## config.mk

```make
export PLATFORM = sky130hd
export DESIGN_NAME = boot_image_receiver_zero_rle
export DESIGN_NICKNAME = d
export VERILOG_FILES = /design/src/hdl/birz_pkg.sv /design/src/hdl/boot_image_receiver_zero_rle.sv /design/src/hdl/birz_cfg.sv /design/src/hdl/birz_core.sv /design/src/hdl/birz_outq.sv
export SDC_FILE = /design/constraint.sdc
export NUM_CORES = 1
export LEC_CHECK = 0
export BUFFER_PORTS_ARGS = -buffer_cell sky130_fd_sc_hd__buf_4
export CAP_MARGIN = 15
export CORE_AREA = 2 2 192 138
export CTS_BUF_LIST = sky130_fd_sc_hd__clkbuf_16
export DETAILED_ROUTE_END_ITERATION = 8
export DIE_AREA = 0 0 194 140
export PLACE_DENSITY = 0.91
export SYNTH_ARGS = -nofsm -noshare
export SYNTH_HDL_FRONTEND = slang
export SYNTH_SLANG_ARGS = --single-unit
export TNS_END_PERCENT = 30
```

## constraint.sdc

```tcl
create_clock -name i_clk -period 6.8 [get_ports i_clk]
set_input_delay 0.68 -clock i_clk [delete_from_list [all_inputs] [get_ports i_clk]]
set_output_delay 0.68 -clock i_clk [all_outputs]
set_load 0.01 [all_outputs]
```

## src/hdl/birz_pkg.sv

```systemverilog
// ----------------------------------------------------------------------------
// birz_pkg - shared types and constants for the boot image receiver
// Result item layout, item and verdict codes, register map and the
// byte-wide reflected CRC-32 step.
// ----------------------------------------------------------------------------
package birz_pkg;

    localparam logic [1:0]  KIND_LITERAL = 2'd0;
    localparam logic [1:0]  KIND_RUN     = 2'd1;
    localparam logic [1:0]  KIND_VERDICT = 2'd2;

    localparam logic [1:0]  VERD_OK      = 2'd0;
    localparam logic [1:0]  VERD_NOHDR   = 2'd1;
    localparam logic [1:0]  VERD_BADCRC  = 2'd2;

    localparam logic [7:0]  ACK_BYTE     = 8'h06;
    localparam logic [7:0]  NACK_BYTE    = 8'h15;

    localparam logic [31:0] CRC_POLY     = 32'hEDB8_8320;
    localparam logic [31:0] CRC_INIT     = 32'hFFFF_FFFF;

    localparam logic [31:0] HEADER_RESET = 32'h5847_4D49;
    localparam logic [15:0] LIMIT_RESET  = 16'd1000;

    // register index, taken from paddr[2]
    localparam logic        REG_HEADER   = 1'b0;
    localparam logic        REG_LIMIT    = 1'b1;

    typedef struct packed {
        logic [1:0] kind;
        logic [7:0] byte_value;
        logic [7:0] run_length;
        logic [1:0] verdict;
        logic       is_last;
    } t_item;

    typedef struct packed {
        logic [31:0] header_word;
        logic [15:0] hunt_limit;
    } t_cfg;

    // items produced by one accepted byte, item0 first
    typedef struct packed {
        logic [1:0] count;
        t_item      item0;
        t_item      item1;
    } t_push;

    function automatic logic [31:0] crc_step(input logic [31:0] crc, input logic [7:0] b);
        logic [31:0] c;
        c = crc ^ {24'd0, b};
        for (int i = 0; i < 8; i++) begin
            c = c[0] ? ((c >> 1) ^ CRC_POLY) : (c >> 1);
        end
        return c;
    endfunction

endpackage

```

## src/hdl/boot_image_receiver_zero_rle.sv

```systemverilog
// ----------------------------------------------------------------------------
// boot_image_receiver_zero_rle - framed image receiver with zero RLE decode
// Input channel: one received byte per transaction (i_in_valid/o_in_ready).
// The block hunts for the configured four-byte header, reads a 32-bit
// little-endian length, the payload and a little-endian CRC-32 over the
// payload. Payload bytes are decoded as they arrive (00 00 n is a run of n
// zeros) and go out as literal or run items; the frame ends with a verdict
// item carrying ACK or NACK.
// Output channel: one result item per transaction (o_out_valid/i_out_ready).
// A byte's result items are written into the registered queue when it is accepted.
// Throughput: one byte per cycle; the frame state is updated in the accept
// cycle and results go into a four-entry queue, so a byte is taken while
// earlier results wait. A byte yields at most two items; the input stalls
// only when the queue holds three or more items, i.e. while the receiver
// holds off long enough for it to fill.
// Reset: header word 0x58474D49, hunt limit 1000, queue emptied, hunt
// restarts. User writes registers over APB-style port while idle; unchecked.
// ----------------------------------------------------------------------------
module boot_image_receiver_zero_rle
    import birz_pkg::*;
(
    input  logic        i_clk,
    input  logic        i_rst_n,
    input  logic        psel,
    input  logic        penable,
    input  logic        pwrite,
    input  logic [2:0]  paddr,
    input  logic [31:0] pwdata,
    output logic [31:0] prdata,
    output logic        pready,
    input  logic        i_in_valid,
    output logic        o_in_ready,
    input  logic [7:0]  i_rx_byte,
    output logic        o_out_valid,
    input  logic        i_out_ready,
    output logic [1:0]  o_item_kind,
    output logic [7:0]  o_byte_value,
    output logic [7:0]  o_run_length,
    output logic [1:0]  o_verdict,
    output logic        o_is_last
);

    t_cfg  w_cfg;
    t_push w_push;
    t_item w_item;
    logic  w_room;
    logic  w_accept;

    assign o_in_ready = w_room;
    assign w_accept   = i_in_valid && w_room;

    birz_cfg u_cfg (
        .i_clk   (i_clk),
        .i_rst_n (i_rst_n),
        .psel    (psel),
        .penable (penable),
        .pwrite  (pwrite),
        .paddr   (paddr),
        .pwdata  (pwdata),
        .prdata  (prdata),
        .pready  (pready),
        .o_cfg   (w_cfg)
    );

    birz_core u_core (
        .i_clk     (i_clk),
        .i_rst_n   (i_rst_n),
        .i_cfg     (w_cfg),
        .i_accept  (w_accept),
        .i_rx_byte (i_rx_byte),
        .o_push    (w_push)
    );

    birz_outq u_outq (
        .i_clk   (i_clk),
        .i_rst_n (i_rst_n),
        .i_push  (w_push),
        .o_room  (w_room),
        .o_valid (o_out_valid),
        .i_ready (i_out_ready),
        .o_item  (w_item)
    );

    assign o_item_kind  = w_item.kind;
    assign o_byte_value = w_item.byte_value;
    assign o_run_length = w_item.run_length;
    assign o_verdict    = w_item.verdict;
    assign o_is_last    = w_item.is_last;

endmodule

```

## src/hdl/birz_cfg.sv

```systemverilog
// ----------------------------------------------------------------------------
// birz_cfg - configuration registers
// APB-style write/read of the header word and the hunt limit.
// ----------------------------------------------------------------------------
module birz_cfg
    import birz_pkg::*;
(
    input  logic        i_clk,
    input  logic        i_rst_n,
    input  logic        psel,
    input  logic        penable,
    input  logic        pwrite,
    input  logic [2:0]  paddr,
    input  logic [31:0] pwdata,
    output logic [31:0] prdata,
    output logic        pready,
    output t_cfg        o_cfg
);

    t_cfg r_cfg;
    logic w_wr;

    assign pready = 1'b1;
    assign w_wr   = psel && penable && pwrite && pready;

    always_ff @(posedge i_clk) begin
        if (!i_rst_n) begin
            r_cfg.header_word <= HEADER_RESET;
            r_cfg.hunt_limit  <= LIMIT_RESET;
        end else if (w_wr) begin
            unique case (paddr[2])
                REG_HEADER: r_cfg.header_word <= pwdata;
                REG_LIMIT:  r_cfg.hunt_limit  <= pwdata[15:0];
                default:    r_cfg.header_word <= r_cfg.header_word;
            endcase
        end
    end

    always_comb begin
        unique case (paddr[2])
            REG_HEADER: prdata = r_cfg.header_word;
            REG_LIMIT:  prdata = {16'd0, r_cfg.hunt_limit};
            default:    prdata = 32'd0;
        endcase
    end

    assign o_cfg = r_cfg;

endmodule

```

## src/hdl/birz_core.sv

```systemverilog
// ----------------------------------------------------------------------------
// birz_core - frame parser, CRC and zero run-length decoder
// Updates the frame state for each accepted byte and produces up to two
// result items for the output queue.
// ----------------------------------------------------------------------------
module birz_core
    import birz_pkg::*;
(
    input  logic       i_clk,
    input  logic       i_rst_n,
    input  t_cfg       i_cfg,
    input  logic       i_accept,
    input  logic [7:0] i_rx_byte,
    output t_push      o_push
);

    localparam logic [1:0] PH_HUNT = 2'd0;
    localparam logic [1:0] PH_LEN  = 2'd1;
    localparam logic [1:0] PH_DATA = 2'd2;
    localparam logic [1:0] PH_CRC  = 2'd3;

    logic [1:0]  r_phase,   n_phase;
    logic [31:0] r_window,  n_window;
    logic [15:0] r_hunt,    n_hunt;
    logic [31:0] r_len,     n_len;
    logic [31:0] r_left,    n_left;
    logic [1:0]  r_fidx,    n_fidx;
    logic [31:0] r_crc,     n_crc;
    logic [31:0] r_crc_rx,  n_crc_rx;
    logic [1:0]  r_zpend,   n_zpend;
    t_push       w_push;
    logic [31:0] w_lane;
    logic        w_last;

    function automatic t_item mk_item(input logic [1:0] kind, input logic [7:0] b,
                                      input logic [7:0] run, input logic [1:0] verd,
                                      input logic last);
        t_item it;
        it.kind       = kind;
        it.byte_value = b;
        it.run_length = run;
        it.verdict    = verd;
        it.is_last    = last;
        return it;
    endfunction

    assign w_lane = {24'd0, i_rx_byte} << {r_fidx, 3'b000};

    always_comb begin
        n_phase  = r_phase;
        n_window = r_window;
        n_hunt   = r_hunt;
        n_len    = r_len;
        n_left   = r_left;
        n_fidx   = r_fidx;
        n_crc    = r_crc;
        n_crc_rx = r_crc_rx;
        n_zpend  = r_zpend;
        w_last   = 1'b0;
        w_push.count = 2'd0;
        w_push.item0 = mk_item(KIND_LITERAL, 8'd0, 8'd0, VERD_OK, 1'b0);
        w_push.item1 = mk_item(KIND_LITERAL, 8'd0, 8'd0, VERD_OK, 1'b0);

        unique case (r_phase)
            PH_HUNT: begin
                n_window = {i_rx_byte, r_window[31:8]};
                n_hunt   = r_hunt + 16'd1;
                if (n_window == i_cfg.header_word) begin
                    n_phase = PH_LEN;
                    n_fidx  = 2'd0;
                    n_len   = 32'd0;
                end else if (n_hunt >= i_cfg.hunt_limit) begin
                    w_push.count = 2'd1;
                    w_push.item0 = mk_item(KIND_VERDICT, NACK_BYTE, 8'd0, VERD_NOHDR, 1'b1);
                    n_phase  = PH_HUNT;
                    n_window = 32'd0;
                    n_hunt   = 16'd0;
                end
            end
            PH_LEN: begin
                n_len  = r_len | w_lane;
                n_fidx = r_fidx + 2'd1;
                if (r_fidx == 2'd3) begin
                    n_left   = n_len;
                    n_crc_rx = 32'd0;
                    n_phase  = (n_len == 32'd0) ? PH_CRC : PH_DATA;
                end
            end
            PH_DATA: begin
                n_crc  = crc_step(r_crc, i_rx_byte);
                n_left = r_left - 32'd1;
                w_last = (n_left == 32'd0);
                if (r_zpend == 2'd2) begin
                    // count byte of a 00 00 n group; a zero count gives nothing
                    if (i_rx_byte != 8'd0) begin
                        w_push.count = 2'd1;
                        w_push.item0 = mk_item(KIND_RUN, 8'd0, i_rx_byte, VERD_OK, 1'b0);
                    end
                    n_zpend = 2'd0;
                end else if (r_zpend == 2'd1) begin
                    if (i_rx_byte == 8'd0 && !w_last) begin
                        n_zpend = 2'd2;
                    end else begin
                        w_push.count = 2'd2;
                        w_push.item1 = mk_item(KIND_LITERAL, i_rx_byte, 8'd0, VERD_OK, 1'b0);
                        n_zpend = 2'd0;
                    end
                end else begin
                    if (i_rx_byte == 8'd0 && !w_last) begin
                        n_zpend = 2'd1;
                    end else begin
                        w_push.count = 2'd1;
                        w_push.item0 = mk_item(KIND_LITERAL, i_rx_byte, 8'd0, VERD_OK, 1'b0);
                    end
                end
                if (w_last) begin
                    n_phase = PH_CRC;
                    n_fidx  = 2'd0;
                end
            end
            PH_CRC: begin
                n_crc_rx = r_crc_rx | w_lane;
                n_fidx   = r_fidx + 2'd1;
                if (r_fidx == 2'd3) begin
                    w_push.count = 2'd1;
                    if (~r_crc == n_crc_rx) begin
                        w_push.item0 = mk_item(KIND_VERDICT, ACK_BYTE, 8'd0, VERD_OK, 1'b1);
                    end else begin
                        w_push.item0 = mk_item(KIND_VERDICT, NACK_BYTE, 8'd0, VERD_BADCRC,
                                               1'b1);
                    end
                    // restart the frame
                    n_phase  = PH_HUNT;
                    n_window = 32'd0;
                    n_hunt   = 16'd0;
                    n_len    = 32'd0;
                    n_left   = 32'd0;
                    n_fidx   = 2'd0;
                    n_crc    = CRC_INIT;
                    n_crc_rx = 32'd0;
                    n_zpend  = 2'd0;
                end
            end
            default: n_phase = PH_HUNT;
        endcase
    end

    always_ff @(posedge i_clk) begin
        if (!i_rst_n) begin
            r_phase  <= PH_HUNT;
            r_window <= 32'd0;
            r_hunt   <= 16'd0;
            r_len    <= 32'd0;
            r_left   <= 32'd0;
            r_fidx   <= 2'd0;
            r_crc    <= CRC_INIT;
            r_crc_rx <= 32'd0;
            r_zpend  <= 2'd0;
        end else if (i_accept) begin
            r_phase  <= n_phase;
            r_window <= n_window;
            r_hunt   <= n_hunt;
            r_len    <= n_len;
            r_left   <= n_left;
            r_fidx   <= n_fidx;
            r_crc    <= n_crc;
            r_crc_rx <= n_crc_rx;
            r_zpend  <= n_zpend;
        end
    end

    always_comb begin
        o_push = w_push;
        if (!i_accept) begin
            o_push.count = 2'd0;
        end
    end

endmodule

```

## src/hdl/birz_outq.sv

```systemverilog
// ----------------------------------------------------------------------------
// birz_outq - result queue
// Four-entry queue that takes up to two items per cycle and hands one
// item per transaction to the output channel.
// ----------------------------------------------------------------------------
module birz_outq
    import birz_pkg::*;
(
    input  logic  i_clk,
    input  logic  i_rst_n,
    input  t_push i_push,
    output logic  o_room,
    output logic  o_valid,
    input  logic  i_ready,
    output t_item o_item
);

    t_item      r_mem [4];
    logic [1:0] r_wr, n_wr;
    logic [1:0] r_rd, n_rd;
    logic [2:0] r_cnt, n_cnt;
    logic       w_pop;

    assign o_valid = (r_cnt != 3'd0);
    assign o_room  = (r_cnt <= 3'd2);
    assign o_item  = r_mem[r_rd];
    assign w_pop   = o_valid && i_ready;

    always_comb begin
        n_wr  = r_wr + i_push.count;
        n_rd  = r_rd + {1'b0, w_pop};
        n_cnt = r_cnt + {1'b0, i_push.count} - {2'd0, w_pop};
    end

    always_ff @(posedge i_clk) begin
        if (i_push.count != 2'd0) begin
            r_mem[r_wr] <= i_push.item0;
        end
        if (i_push.count == 2'd2) begin
            r_mem[r_wr + 2'd1] <= i_push.item1;
        end
    end

    always_ff @(posedge i_clk) begin
        if (!i_rst_n) begin
            r_wr  <= 2'd0;
            r_rd  <= 2'd0;
            r_cnt <= 3'd0;
        end else begin
            r_wr  <= n_wr;
            r_rd  <= n_rd;
            r_cnt <= n_cnt;
        end
    end

endmodule

```

Word-level counts from Yosys, hierarchy flattened. Memories as Yosys holds them, arrays and structs flattened. A register that Yosys moved wholly into a read port is not among the register bits. Cells that the tools add are included.

Flip-flop bits (word level): 237. Memory bits (writable): 84. Input bits: 50. Output and inout bits: 56. Logic and storage cells: 144. Memories: 1.

Add/sub/neg operators: 8. Magnitude comparators: 2. Eq/ne operators: 15. Shift-type cells: 1. Multiplexer cells: 62. Bitwise logic cells: 13. Reduce and logical (&&, ||, !) cells: 28.

Memories: u_outq.r_mem (words 4, width 21, rd ports 1, clocked after memory_dff 1, write ports 2, line birz_outq.sv:18) `t_item r_mem [4];`.

Operators by type and width (number): 32-bit 2-to-1 mux (15); 32-bit case mux with 2 select lines (4); 32-bit case mux with 3 select lines (2); 13-bit inverter with 14-bit output (8); 22-bit 2-to-1 mux (4); 23-bit case mux with 3 select lines (1); 32-bit == test (2); 32-bit zero test (2); 16-bit 2-to-1 mux (4); 32-bit bitwise OR (2); 21-bit 2-to-1 mux (3); 23-bit 2-to-1 mux (2); 19-bit 2-to-1 mux (2); 2-bit 2-to-1 mux (16); 32-bit inverter (1); 16-bit case mux with 2 select lines (1); 8-bit by 5-bit left shift with 32-bit output (1); 32-bit by 1-bit subtractor with 32-bit output, second input constant (1); 32-bit by 8-bit bitwise XOR with 32-bit output (1); 16-bit by 1-bit adder with 16-bit output, second input constant (1); 16-bit >= comparator (1); 2-bit case mux with 4 select lines (2); 3-bit AND reduction (4); 4-bit AND reduction (3); 23 further kinds (46).

Longest topological paths before layout. Gate-level depths: netlist of run 1.

Word-level depth: 18. Mapped depth: 19. Depth with buffers taken out: 18.

Modules after synthesis. Synthesis of run 1 repeated with hierarchy kept, for this count alone.

Cells, all modules: 1840. Area, all modules: 17574.4 sq um.

By module, submodules not included: birz_core (instances 1, cells an instance 1349, area each 10716.5 sq um, sequential area each 3483.3 sq um); birz_outq (instances 1, cells an instance 250, area each 4539.4 sq um, sequential area each 2662.6 sq um); birz_cfg (instances 1, cells an instance 240, area each 2312.2 sq um, sequential area each 960.9 sq um); boot_image_receiver_zero_rle (instances 1, cells an instance 1, area each 6.3 sq um, sequential area each 0.0 sq um).

Least setup slack after synthesis of run 1. OpenSTA, ideal clock, no wires.

Path kind: register -> register. From: reg u_core.r_hunt[0]. To: mem u_outq.r_mem[0][11] (netlist bit) (enable). Library setup time: 0.384 ns. Arrival time: 4.059 ns. Required time: 6.416 ns. Setup slack: 2.357 ns. Cell stages (with the launch flop): 18. Buffers on the path: 2. Period minus slack after synthesis: 4.443 ns. Cells stage by stage: dfxtp_1 > ha_1 > and3_1 > and3_1 > and3_1 > and3_1 > clkbuf_1 > nand3_1 > xnor2_1 > ha_1 > nand4_1 > a21oi_1 > o21ai_0 > a21o_1 > a211oi_1 > a211oi_4 > buf_2 > o21ai_0.

RTL lines: start: declaration (line birz_core.sv:24) `logic [15:0] r_hunt, n_hunt;`; start signal: assignment (line birz_core.sv:162) `r_hunt <= n_hunt;`; end: declaration (line birz_outq.sv:18).

==> results of run 1 <==
-- cells by family (layout without fill, tap and decap cells) --
family / after synthesis / in the layout / synth area share (%)
buffers and inverters: 183 / 228 / 4.54
adder cells (fa/ha/maj): 33 / 33 / 2.59
other: 1 / 1 / 0.0231
AO/OA/AOI/OAI: 469 / 469 / 19.1
XOR/XNOR: 157 / 157 / 8.51
flip-flops: 309 / 309 / 40.1
multiplexers: 75 / 75 / 6.29
AND/OR/NAND/NOR: 636 / 636 / 18.9
-- layout make-up --
class | instances | area, sq um
tap | 331 | 414
clock inverter | 24 | 149
inverter | 42 | 158
timing repair buffer | 132 | 1020
sequential | 309 | 6510
fill | 1741 | 7200
multi-input combinational | 1371 | 9050
clock buffer | 30 | 751
-- worst paths after layout --
| kind | endpoint | cells after the start | slack [ns] |
|---|---|---|---|
| worst min register to register | u_outq.r_mem[1][0] | 2 | 0.45 |
| worst max register to register | u_outq.r_mem[3][15] | 16 | 1.46 |
| worst max-delay path | u_outq.r_mem[3][15] | 16 | 1.46 |
| worst min-delay path | u_cfg.o_cfg[33] | 3 | 0.33 |
-- synthesized netlist by cell type, drive strengths merged (7+ instances only) --
cell | number | area (sq um)
xnor2 | 128 | 1120
o211ai | 24 | 180
ha | 32 | 400
mux4 | 20 | 450
a21boi | 49 | 368
nor2 | 139 | 527
nand3 | 25 | 125
o31ai | 7 | 66.3
xor2 | 29 | 262
buf | 33 | 174
o22ai | 47 | 294
nand4 | 30 | 188
mux2i | 39 | 390
nand2b | 9 | 56.3
nor4 | 23 | 165
a31oi | 65 | 407
or3 | 12 | 75.1
inv | 42 | 158
nand3b | 11 | 82.6
mux2 | 16 | 180
nor3 | 32 | 176
o21ai | 71 | 359
nand2 | 243 | 912
dfxtp | 277 | 5550
and3 | 12 | 75.1
edfxtp | 32 | 961
a21oi | 93 | 465
nor2b | 57 | 357
clkbuf | 108 | 405
and2 | 20 | 125
a211oi | 7 | 65.1
o32ai | 13 | 114
a22oi | 48 | 360
-- layer usage --
layer,global-route usage (%),part of all wire [%],routed length [um]
met5,0,0,0
met4,10.1,2.7,1240
met3,7.51,12,5590
met2,51.9,45,20900
met1,44.7,40,18700
-- worst reg2reg max path, cell delays in order, from the launching register on --
cell	delay, ns
dfxtp_1	0.43
and3_1	0.30
and3_1	0.26
and3_1	0.25
and3_1	0.24
nand3_1	0.21
nor2_1	0.23
xor2_1	0.24
ha_1	0.29
a21oi_1	0.20
nor2_1	0.08
a211oi_1	0.51
a21o_1	0.24
a211oi_1	0.16
o311a_2	0.49
o21ai_2	0.48
nand2_1	0.40
-- power by group through the flow --
stage               logic (mW)  registers, mW  clock network [mW]
CTS                      0.593           1.91                1.57
detailed placement       0.588           1.95                   0
floorplan                0.405           1.93                   0
global placement         0.566           1.94                   0
finish                   0.612           1.91                1.57
global route             0.655           1.91                1.63
-- registers in the layout, indices dropped and copies added (netlist names) --
register / count
u_core.r_window: 24
u_outq.r_wr: 2
u_core.r_left: 32
u_core.r_phase: 2
u_core.r_crc_rx: 32
u_core.r_crc: 32
u_core.r_fidx: 2
u_outq.r_rd: 2
u_core.r_hunt: 16
u_core.r_len: 32
u_outq.r_mem: 80
u_outq.r_cnt: 3
u_core.r_zpend: 2
u_cfg.o_cfg: 48
-- stage by stage --
step	util [%]	instances	instance area (sq um)	total power, mW	hold slack [ns]
6_report	71.5	2239	18100	4.09	0.330
5_1_grt	71.5	2239	18100	4.20	0.346
4_1_cts	71.2	2235	18000	4.07	0.323
3_5_place_dp	67.7	2181	17100	2.53	0.441
3_3_place_gp	67.7	2181	17100	2.51	0.437
2_1_floorplan	-	1863	16200	2.33	0.425
==> out/metrics.csv, run 1 <==
metric,value,unit
layout_common_cells,"dfxtp_1, nand2_1, nor2_1",
die_width,194,um
clkTransAtPathRegs,0.06,ns
nets,1968,
drive_above_1_share,13.1,%
first_iter_violations,1795,
crit_path_cell_trace,"and3_1, and3_1, and3_1, and3_1, nand3_1, nor2_1, xor2_1, ha_1, a21oi_1, nor2_1, a211oi_1, a21o_1, a211oi_1, o311a_2, o21ai_2, nand2_1",
drtAntennaViolNets,0,
dieArea,27200,sq um
dr.pass1.iters,6,
crit_start,u_core.r_hunt[2],
switching_share,26.9,%
layout_setup_ws,1.46,ns
fin_skew,0.0170,ns
core,25300,sq um
cts_sinks,309,
holdBufCountCts,0,
crit_required,7.02,ns
antenna_found_initial,0,
max_freq,187,MHz
power_density,226,nW/um^2
gp_congestion,0.943,
syn_nets,1946,
grt_pass1_wl,73.2,mm
diodes,0,
yosysSeqAreaShare,40.1,%
htree_num_levels,1,
slowest_delay,0.51,ns
pre_cts_ws,1.48,ns
leakagePower,6.69,nW
rsz0062_at_grt,no,
grt_max_degree,72,
cp_common_cell,and3_1,
start_kind,flip-flop,
clk_latency,0.57,ns
slew_headroom,27.8,%
setup_tns,0,ns
path_buf_inv,0,
dominantRegCellSynth,dfxtp_1,
cts_buffers,29,
ys_ff_latch,309,
io_buffer_count,102,
timing.rr.start,u_core.r_hunt[2],
finalMaxSlewViolations,0,
die_h,140,um
synth_edf_count,32,
gr-usage-all-layers,32.7,%
synth_area_per_cell,8.72,sq um
hold_viol,0,
path_class,flip-flop to flip-flop,
seqPwrFrac,46.6,%
cts_max_path_buffers,3,
post_drt_via_cell_ratio,6.63,
critPathTopFamily,compound AO/OA/AOI/OAI gates,
cts_tree,yes,
synth.cell_area,16200,sq um
wl_per_cell,20.8,um
ios,106,
finalCritPeriodShare,78.5,%
num_rows,49,
drc,0,
num_vias,14800,
switching_power,1.10,mW
areaGrowthSynthToFinish,11.2,%
yosys_warnings,0,
crit_arrival,5.56,ns
hp-start,pwdata[17],
ir_drop,0.000244,V
cts_setup_buffers,0,
p_clk_share,38.4,%
grt_pass1_vias,14200,
ys_types,81,
min_period,5.34,ns
totalWireLength,46.5,mm
hpwl,30.7,mm
setup_viol,0,
async_flop_share,0,%
crit_fanout,8,
end_kind,flip-flop,
worst_slew_pin_slew,1.08,ns
p_int,2.99,mW
cts_resized,0,
initial_core_util,64.3,%
min_path_type,input pin to flip-flop,
status,"complete, no violations",
final_common_cell,dfxtp_1,
pwr-share-comb,15.0,%
gr-total-overflow,0,
max-cap-violations,0,
crit_path_top_delay_cell,a211oi_1,
synthCells,1863,
cts_root_buffer,clkbuf_16,
Note: power is estimated with default switching activity, not from simulation.
==> run 2, diff against run 1 <==
- CORE_AREA: 2 2 192 138 -> 2 2 209 149
- DIE_AREA: 0 0 194 140 -> 0 0 211 151
- PLACE_DENSITY: 0.91 -> 0.83
- clock period: 6.8 -> 4.4 ns (I/O delays scaled with it)
==> run 2 against run 1 <==
Against the previous run:
- hold slack got worse by 0.25 ns
- design area rose by 2.2%
- non-clock buffer count rose by 30
- via count fell by 0.69%
- cell count rose by 3.7%
- register-to-register slack got worse by 1.3 ns
- critical path depth rose by 1
- wire length rose by 0.98%
- fmax rose by 26%
- first-iteration DRC count rose by 0.50%
- clock-buffer cell count did not move
- combinational power rose by 54%
- highest routed layer unchanged
==> out/metrics.csv, run 2 (synthesis results as in run 1) <==
metric,value,unit,change
die_h,151,um,+7.9%
whs,0.0776,ns,-0.252 ns
dr.pass1.iters,6,,unchanged
setup.worst_path.end,u_outq.r_mem[2][16],,
fill_cells,2428,,+39%
final_common_cell,dfxtp_1,,
leakagePower,6.85,nW,+2.4%
crit_path_cell_trace,"and3_1, and3_1, and3_1, and3_2, nand3_2, nor2_1, xor2_1, ha_1, a21oi_1, nor2_1, a211oi_2, a21o_1, a211oi_1, o311a_2, o211ai_1, buf_4, a21boi_0",,
drive_above_1_share,15.4,%,+2.3 points
num_vias,14700,,-0.69%
cts_tree,yes,,
crit_path_top_delay_cell,o311a_2,,
clk_latency,0.58,ns,about the same
gp_congestion,0.951,,+0.78%
layout_common_cells,"dfxtp_1, nand2_1, buf_4",,
power_density,349,nW/um^2,+54%
min_path_type,input pin to flip-flop,,
fin_skew,0.0223,ns,+0.00531 ns
hp-start,pwdata[22],,
setup_viol,0,,unchanged
path_class,flip-flop to flip-flop,,
pre_cts_ws,-0.0582,ns,-1.54 ns
reg2reg_setup_slack,0.15,ns,-1.31 ns
grt_pass1_wl,73.8,mm,+0.77%
dieArea,31900,sq um,+17%
hold_viol,0,,unchanged
timing.rr.start,u_core.r_hunt[2],,
r2r_cells,17,,+1
start_kind,flip-flop,,
wl_per_cell,20.2,um,-2.6%
gr-usage-all-layers,28.8,%,-3.9 points
worst_slew_pin_slew,1.16,ns,+0.0763 ns
ir_drop,0.000268,V,+10%
io_buffer_count,102,,unchanged
nets,1998,,+1.5%
cp_common_cell,and3_1,,
regArea,6510,sq um,about the same
largest-register,u_outq.r_mem,,
core,29800,sq um,+18%
totalWireLength,46.9,mm,+0.98%
initial_core_util,54.6,%,-9.8 points
reg2reg_to,u_outq.r_mem[2][16],,
layout_setup_ws,0.150,ns,-1.31 ns
ios,106,,unchanged
dp_cells,2263,,+3.8%
rsz0062_at_grt,yes,,
cts_buffers,29,,unchanged
stdcell_area,18500,sq um,+2.2%
slowest_delay,0.49,ns,-0.02 ns
max-cap-violations,0,,unchanged
htree_num_levels,1,,unchanged
max_freq,235,MHz,+26%
crit_arrival,4.57,ns,-0.99 ns
placed_area,17400,sq um,+1.6%
path_buf_inv,1,,+1
slew_headroom,22.8,%,-5.1 points
drc,0,,unchanged
cp.depth,17,,+1
min_period,4.25,ns,-1.09 ns
cts_root_buffer,clkbuf_16,,
areaGrowthSynthToFinish,13.6,%,
clkTransAtPathRegs,0.07,ns,about the same
largest_register_ffs,80,,unchanged
status,"complete, no violations",,
finalNonFillerCells,2322,,+3.7%
critPathTopFamily,compound AO/OA/AOI/OAI gates,,
crit_required,4.72,ns,-2.30 ns
diodes,0,,unchanged
end_kind,flip-flop,,
antenna_found_initial,0,,unchanged
finalCritPeriodShare,96.6,%,+18 points
power,6.43,mW,+57%
first_iter_violations,1804,,+0.50%
drtAntennaViolNets,0,,unchanged
crit_fanout,6,,-2
grt_max_degree,77,,+6.9%
gr-total-overflow,0,,unchanged
num_rows,53,,+8.2%
cts_sinks,309,,unchanged
grt_pass1_vias,13900,,-2.4%
finalMaxSlewViolations,0,,unchanged
multi_input_area,9130,sq um,+0.79%
post_drt_via_cell_ratio,6.35,,-4.2%
hpwl,31.7,mm,+3.2%
crit_start,u_core.r_hunt[2],,
cts_max_path_buffers,3,,unchanged
die_width,211,um,+8.8%
## run 2: timing repair
action,4_1_cts,5_1_grt
setup endpoints to repair,20,132
setup buffers,0,4
pin swaps,0,3
hold buffers,0,0
gates resized for setup,1,24
## run 2: tightest hold or removal path, delay by kind of cell
family | cells | cell delay (ns)
and+or+nand+nor | 2 | 0.11
buffers and inverters | 1 | 0.07
## run 2: worst min-delay path by stage
stage	end	slack (ns)	cells past startpoint
after CTS	u_cfg.o_cfg[26]	0.06	3
after detailed placement	u_outq.r_mem[1][0]	0.45	2
after global placement	u_outq.r_mem[1][0]	0.44	2
after global routing	u_cfg.o_cfg[34]	0.08	3
final	u_cfg.o_cfg[38]	0.08	3
after floorplan	u_outq.r_mem[1][0]	0.43	2
## run 2: per-stage QoR
stage / TNS (ns) / util (%)
after floorplan: -0.928 / -
after global placement: 0 / 58.3
after detailed placement: -0.796 / 58.3
after CTS: -0.880 / 61.5
after global routing: -0.0437 / 62.0
final: 0 / 62.0
## run 2: layout make-up
cell class / instances / share of cell area [%]
inverter: 42 / 0.854
clock buffer: 30 / 4.07
timing repair buffer: 162 / 6.74
sequential: 309 / 35.3
multi-input combinational: 1371 / 49.4
clock inverter: 23 / 1.03
tap: 385 / 2.61
## run 2: per-layer routing
layer / track usage (%) / vias up / wire length (um)
met5: 0 / - / 0
met4: 7.92 / 0 / 1150
met3: 6.41 / 107 / 4880
met2: 44.1 / 776 / 20700
met1: 40.9 / 7113 / 20200
li1: - / 6748 / -
## run 2: report_power, final
group | internal, mW | switching (mW)
Clock | 1.41 | 1.13
Sequential | 2.89 | 0.0581
Combinational | 0.430 | 0.512
